### config.mk
export PLATFORM = sky130hd
export DESIGN_NAME = ssq_ctrl
export DESIGN_NICKNAME = d
export VERILOG_FILES = /design/src/rtl/ssq_pkg.sv /design/src/rtl/ssq_ctrl.sv
export SDC_FILE = /design/constraint.sdc
export NUM_CORES = 1
export LEC_CHECK = 0
export ABC_CLOCK_PERIOD_IN_PS = 1400
export BUFFER_PORTS_ARGS = -buffer_cell sky130_fd_sc_hd__buf_2
export CORE_AREA = 3 3 40 42
export CTS_CLUSTER_DIAMETER = 50
export CTS_CLUSTER_SIZE = 28
export DETAILED_ROUTE_END_ITERATION = 7
export DIE_AREA = 0 0 43 45
export GPL_ROUTABILITY_DRIVEN = 0
export PLACE_DENSITY_LB_ADDON = 0.08
export SETUP_SLACK_MARGIN = 0.5
export SLEW_MARGIN = 25
export SYNTH_ARGS = -nofsm -noshare
export SYNTH_HDL_FRONTEND = slang
export SYNTH_SLANG_ARGS = --single-unit
### constraint.sdc
create_clock -name clk_i -period 1.4 [get_ports clk_i]
set_clock_uncertainty 0.1 [all_clocks]
set_input_delay 0 -clock clk_i [delete_from_list [all_inputs] [get_ports clk_i]]
set_output_delay 0 -clock clk_i [all_outputs]
set_load 0.005 [all_outputs]
### src/rtl/ssq_pkg.sv
// ----------------------------------------------------------------------------
// ssq_pkg
// Shared types and constants for the switchable stack/queue unit.
// ----------------------------------------------------------------------------
package ssq_pkg;

  localparam int unsigned DepthDef = 1024;
  localparam int unsigned WordW    = 64;
  localparam int unsigned DepthW   = 11;

  typedef enum logic [1:0] {
    KindPush    = 2'd0,
    KindPop     = 2'd1,
    KindFlip    = 2'd2,
    KindSetMode = 2'd3
  } kind_e;

  typedef enum logic {
    StIdle = 1'b0,
    StOut  = 1'b1
  } state_e;

  typedef struct packed {
    logic exec;
    logic wr_en;
    logic rd_en;
    logic pop_head;
    logic flip;
    logic set_mode;
    logic ok;
  } cmd_t;

  typedef struct packed {
    logic empty;
    logic full;
    logic mode;
  } stat_t;

endpackage

### src/rtl/ssq_ctrl.sv
// ----------------------------------------------------------------------------
// ssq_ctrl
// Handshake controller: accepts items, decodes the operation and issues
// datapath commands, holds the result until it is taken.
// ----------------------------------------------------------------------------
module ssq_ctrl
  import ssq_pkg::*;
(
  input  logic       clk_i,
  input  logic       rst_ni,
  input  logic       in_valid_i,
  output logic       in_stall_o,
  input  logic [1:0] kind_i,
  output logic       out_valid_o,
  input  logic       out_stall_i,
  input  stat_t      stat_i,
  output cmd_t       cmd_o
);

  state_e state_q, state_d;
  kind_e  kind;
  logic   free;
  logic   accept;

  always_ff @(posedge clk_i or negedge rst_ni) begin
    if (!rst_ni) begin
      state_q <= StIdle;
    end else begin
      state_q <= state_d;
    end
  end

  always_comb begin
    kind    = kind_e'(kind_i);
    free    = (state_q == StIdle) || !out_stall_i;
    accept  = in_valid_i && free;
    state_d = state_q;
    case (state_q)
      StIdle: begin
        if (accept) state_d = StOut;
      end
      StOut: begin
        if (!out_stall_i) state_d = accept ? StOut : StIdle;
      end
      default: state_d = StIdle;
    endcase

    cmd_o          = '0;
    cmd_o.exec     = accept;
    cmd_o.wr_en    = accept && (kind == KindPush) && !stat_i.full;
    cmd_o.rd_en    = accept && (kind == KindPop) && !stat_i.empty;
    cmd_o.pop_head = stat_i.mode;
    cmd_o.flip     = accept && (kind == KindFlip);
    cmd_o.set_mode = accept && (kind == KindSetMode);
    cmd_o.ok       = cmd_o.wr_en || cmd_o.rd_en;

    in_stall_o  = !free;
    out_valid_o = (state_q == StOut);
  end

  a_exec_gives_result: assert property (@(posedge clk_i) disable iff (!rst_ni)
    cmd_o.exec |=> out_valid_o)
    else $error("accepted item produced no result");

  a_held_result_blocks_input: assert property (@(posedge clk_i) disable iff (!rst_ni)
    (out_valid_o && out_stall_i) |-> !cmd_o.exec)
    else $error("item executed while result still pending");

  a_stalled_result_stays: assert property (@(posedge clk_i) disable iff (!rst_ni)
    (out_valid_o && out_stall_i) |=> out_valid_o)
    else $error("stalled result dropped");

endmodule

==> qor.log <==
[status] status finished clean
[synthesis] syn nets 22
[critical_path] Critical R2R Launch out_valid_o
[critical_path] reg2reg end out_valid_o
[finish] area of the multi-input gates 115 µm²
[critical_path] startpoint-to-endpoint class of the critical path register to output pin
[timing] unrepaired setup endpoints after global routing yes
[run] MaxCap Viol Count 0
[floorplan] Die ar. 1940 µm²
[finish] flip-flop count of the largest register after layout 1
[critical_path] arrival time worst endpoint 0.97 ns
[route] routed wirelength normalized by instance count 9.19 µm
[timing] max-slew violation count 0
[timing] Worst slew margin 85.0%
[clocking] clock slew at reported path FFs 0 ns
[power_and_ir_drop] IR drop worst, VDD 0.120 mV
[timing] number of setup violations in the final report 0
[route] number of iterations in the first detailed-routing pass 2
[finish] Inserted Diodes 0
[critical_path] R2R setup slack 0.44 ns
[finish] top library cells by usage in the layout, fill and taps aside buf_2, dlygate4sd3_1
[route] met2 wirelength from detailed routing 233 µm
[finish] final net count 39
[critical_path] CP Launch Type register
[power_and_ir_drop] Flop pwr share 36.0%
[global_routing] via count of the first global-routing pass 145
[floorplan] Core Box Area 1280 µm²
[finish] Filler Cells Inserted 139
[synthesis] warnings from Yosys 0
[global_routing] overall fraction of global-route tracks in use 3.82%
[floorplan] die boundary height 45 µm
[power_and_ir_drop] Cell Pwr Density 357 nW/µm²
[power_and_ir_drop] total leakage power 0.126 nW
[power_and_ir_drop] Switch Pwr 0.0285 mW
[synthesis] Netlist cell types 12
[route] DRC violations left 0
[power_and_ir_drop] relative contribution of the clock network to total power 0%
[finish] post-layout instance count excluding filler cells 43
[finish] fraction of layout cells with a size suffix above 1 71.4%
[clocking] number of setup buffers added after CTS 0
[finish] commonest non-fill, non-tap cell in the layout buf_2
[finish] share of the core filled with cells 20.1%
[critical_path] Reg2Reg Depth 2
[power_and_ir_drop] Gate power share 64.0%
[place] number of input and output port buffers inserted 15
[timing] final critical-path share of the clock period 76.2%
[timing] worst slack on hold paths 0.104 ns
[route] Iter 0 DRT Violations 2
[synthesis] share of the synthesized area in the top cell type 20.4%
[route] Routed Antenna Nets 0
[synthesis] top cells by area, synth dfrtp_1, a21bo_4, a2111oi_2
[floorplan] boundary pin count 18
[floorplan] starting utilization of the core area 9.54%
[place] dpl cells 41
[timing] transition time at the pin with the least slew margin 0.226 ns
[finish] area growth from synthesis to layout 110%
[min_path] Min-Delay Path Class input port to register
[place] minimum setup slack after placement 0.326 ns
[route] met1 wire length 129 µm
[global_routing] remaining global-route overflow 0
[clocking] insertion delay of the later-clocked pin in the worst-skew pair 0 ns
[route] routed vias/inst 3.51
[route] via count 151
[timing] final-layout setup total negative slack 0 ns
[synthesis] Netlist Area Pre-Place 123 µm²
[synthesis] most area-hungry cell type in the Yosys netlist dfrtp_1
[floorplan] die width 43 µm
[timing] crit path time final 1.07 ns
[place] Post-DP HPWL 355 µm
[synthesis] Synth Area per Inst 9.43 µm²
[critical_path] CP Data Required Time 1.30 ns
[global_routing] maximum number of pins on one net before global-route repair 7
[route] routed wire length on met3 31 µm
[critical_path] CP Capture Type output pin
[timing] maximum operating frequency 937 MHz
[critical_path] maximum fanout count along the critical path 5
[synthesis] number of instances in the synthesized netlist 13
[power_and_ir_drop] design internal power 0.0634 mW
[power_and_ir_drop] proportion of total power due to net switching 31.1%
[route] drt total wl 395 µm
[global_routing] antenna violations before repair 0
[global_routing] first-pass GRT wire length 614 µm
[critical_path] worst setup path start out_valid_o
[finish] register cell area after layout 25.0 µm²
[critical_path] Critical Path End cmd_o[4]
[timing] Hold Violations, Final 0
[timing] Final WS setup 0.333 ns
[synthesis] register bit count reported by yosys 1
[route] Max Used Layer met3
[synthesis] share of synthesized area occupied by flip-flops and latches 20.4%
[floorplan] number of standard-cell rows in the floorplan 13
==> stage by stage <==
step / power [mW] / cell area, µm²
after CTS: 0.0919 / 251
after floorplan: 0.0620 / 153
final: 0.0919 / 258
after detailed placement: 0.0869 / 231
after global routing: 0.0974 / 258
after global placement: 0.0861 / 231
==> cells in the mapped netlist <==
cell and count:
and3_1 1, a2111oi_2 1, inv_1 1, nor3b_1 1, or2_1 1, dfrtp_1 1
and2_1 1, nor2b_1 1, buf_4 2, nor4b_1 1, a21bo_4 1, nor4_1 1
==> cells by family (layout without fill, tap and decap cells) <==
family | after synthesis | count (layout) | synth area share (%)
flip-flops | 1 | 1 | 20.4
AND/OR/NAND/NOR | 7 | 7 | 38.8
buffers and inverters | 3 | 18 | 15.3
AO/OA/AOI/OAI | 2 | 2 | 25.5
==> power by group through the flow <==
stage	Sequential, mW	Clock, mW	Combinational [mW]
floorplan	0.0333	0	0.0287
global placement	0.0330	0	0.0531
detailed placement	0.0331	0	0.0539
CTS	0.0331	0	0.0588
global route	0.0332	0	0.0641
finish	0.0331	0	0.0588
==> timing repair <==
action                                  in CTS  in global routing
resized for setup                            0                  1
hold buffers                                 2                  0
cloned                                       0                  0
endpoints found under the setup margin       7                  7
endpoints found under the hold margin        2                  0
pin swaps                                    0                  1
==> how the worst min path moves through the flow <==
stage                     from     endpoint  slack, ns  cells after the start
finish              in_valid_i  out_valid_o       0.10                      2
global route        in_valid_i  out_valid_o       0.12                      2
CTS                 in_valid_i  out_valid_o       0.11                      2
detailed placement      rst_ni  out_valid_o      -0.32                      1
global placement        rst_ni  out_valid_o      -0.33                      1
floorplan               rst_ni  out_valid_o      -0.40                      0
==> critical path, stage by stage (launching register included) <==
cell and delay [ns]:
dfrtp_1 0.37, a21bo_4 0.25, nor4b_4 0.19, buf_2 0.14
==> per-layer routing <==
metal	up-vias	global-route usage [%]
met2	5	8.38
met4	0	0
met5	-	0
li1	79	-
met3	0	0.398
met1	67	4.06
==> final cells by class <==
cell class,instances,area share [%]
Multi-Input combinational cell,9,44.7
Timing Repair Buffer,17,36.9
Inverter,1,1.46
Sequential cell,1,9.71
Tap cell,15,7.28
Power figures use the tool's default switching activity.
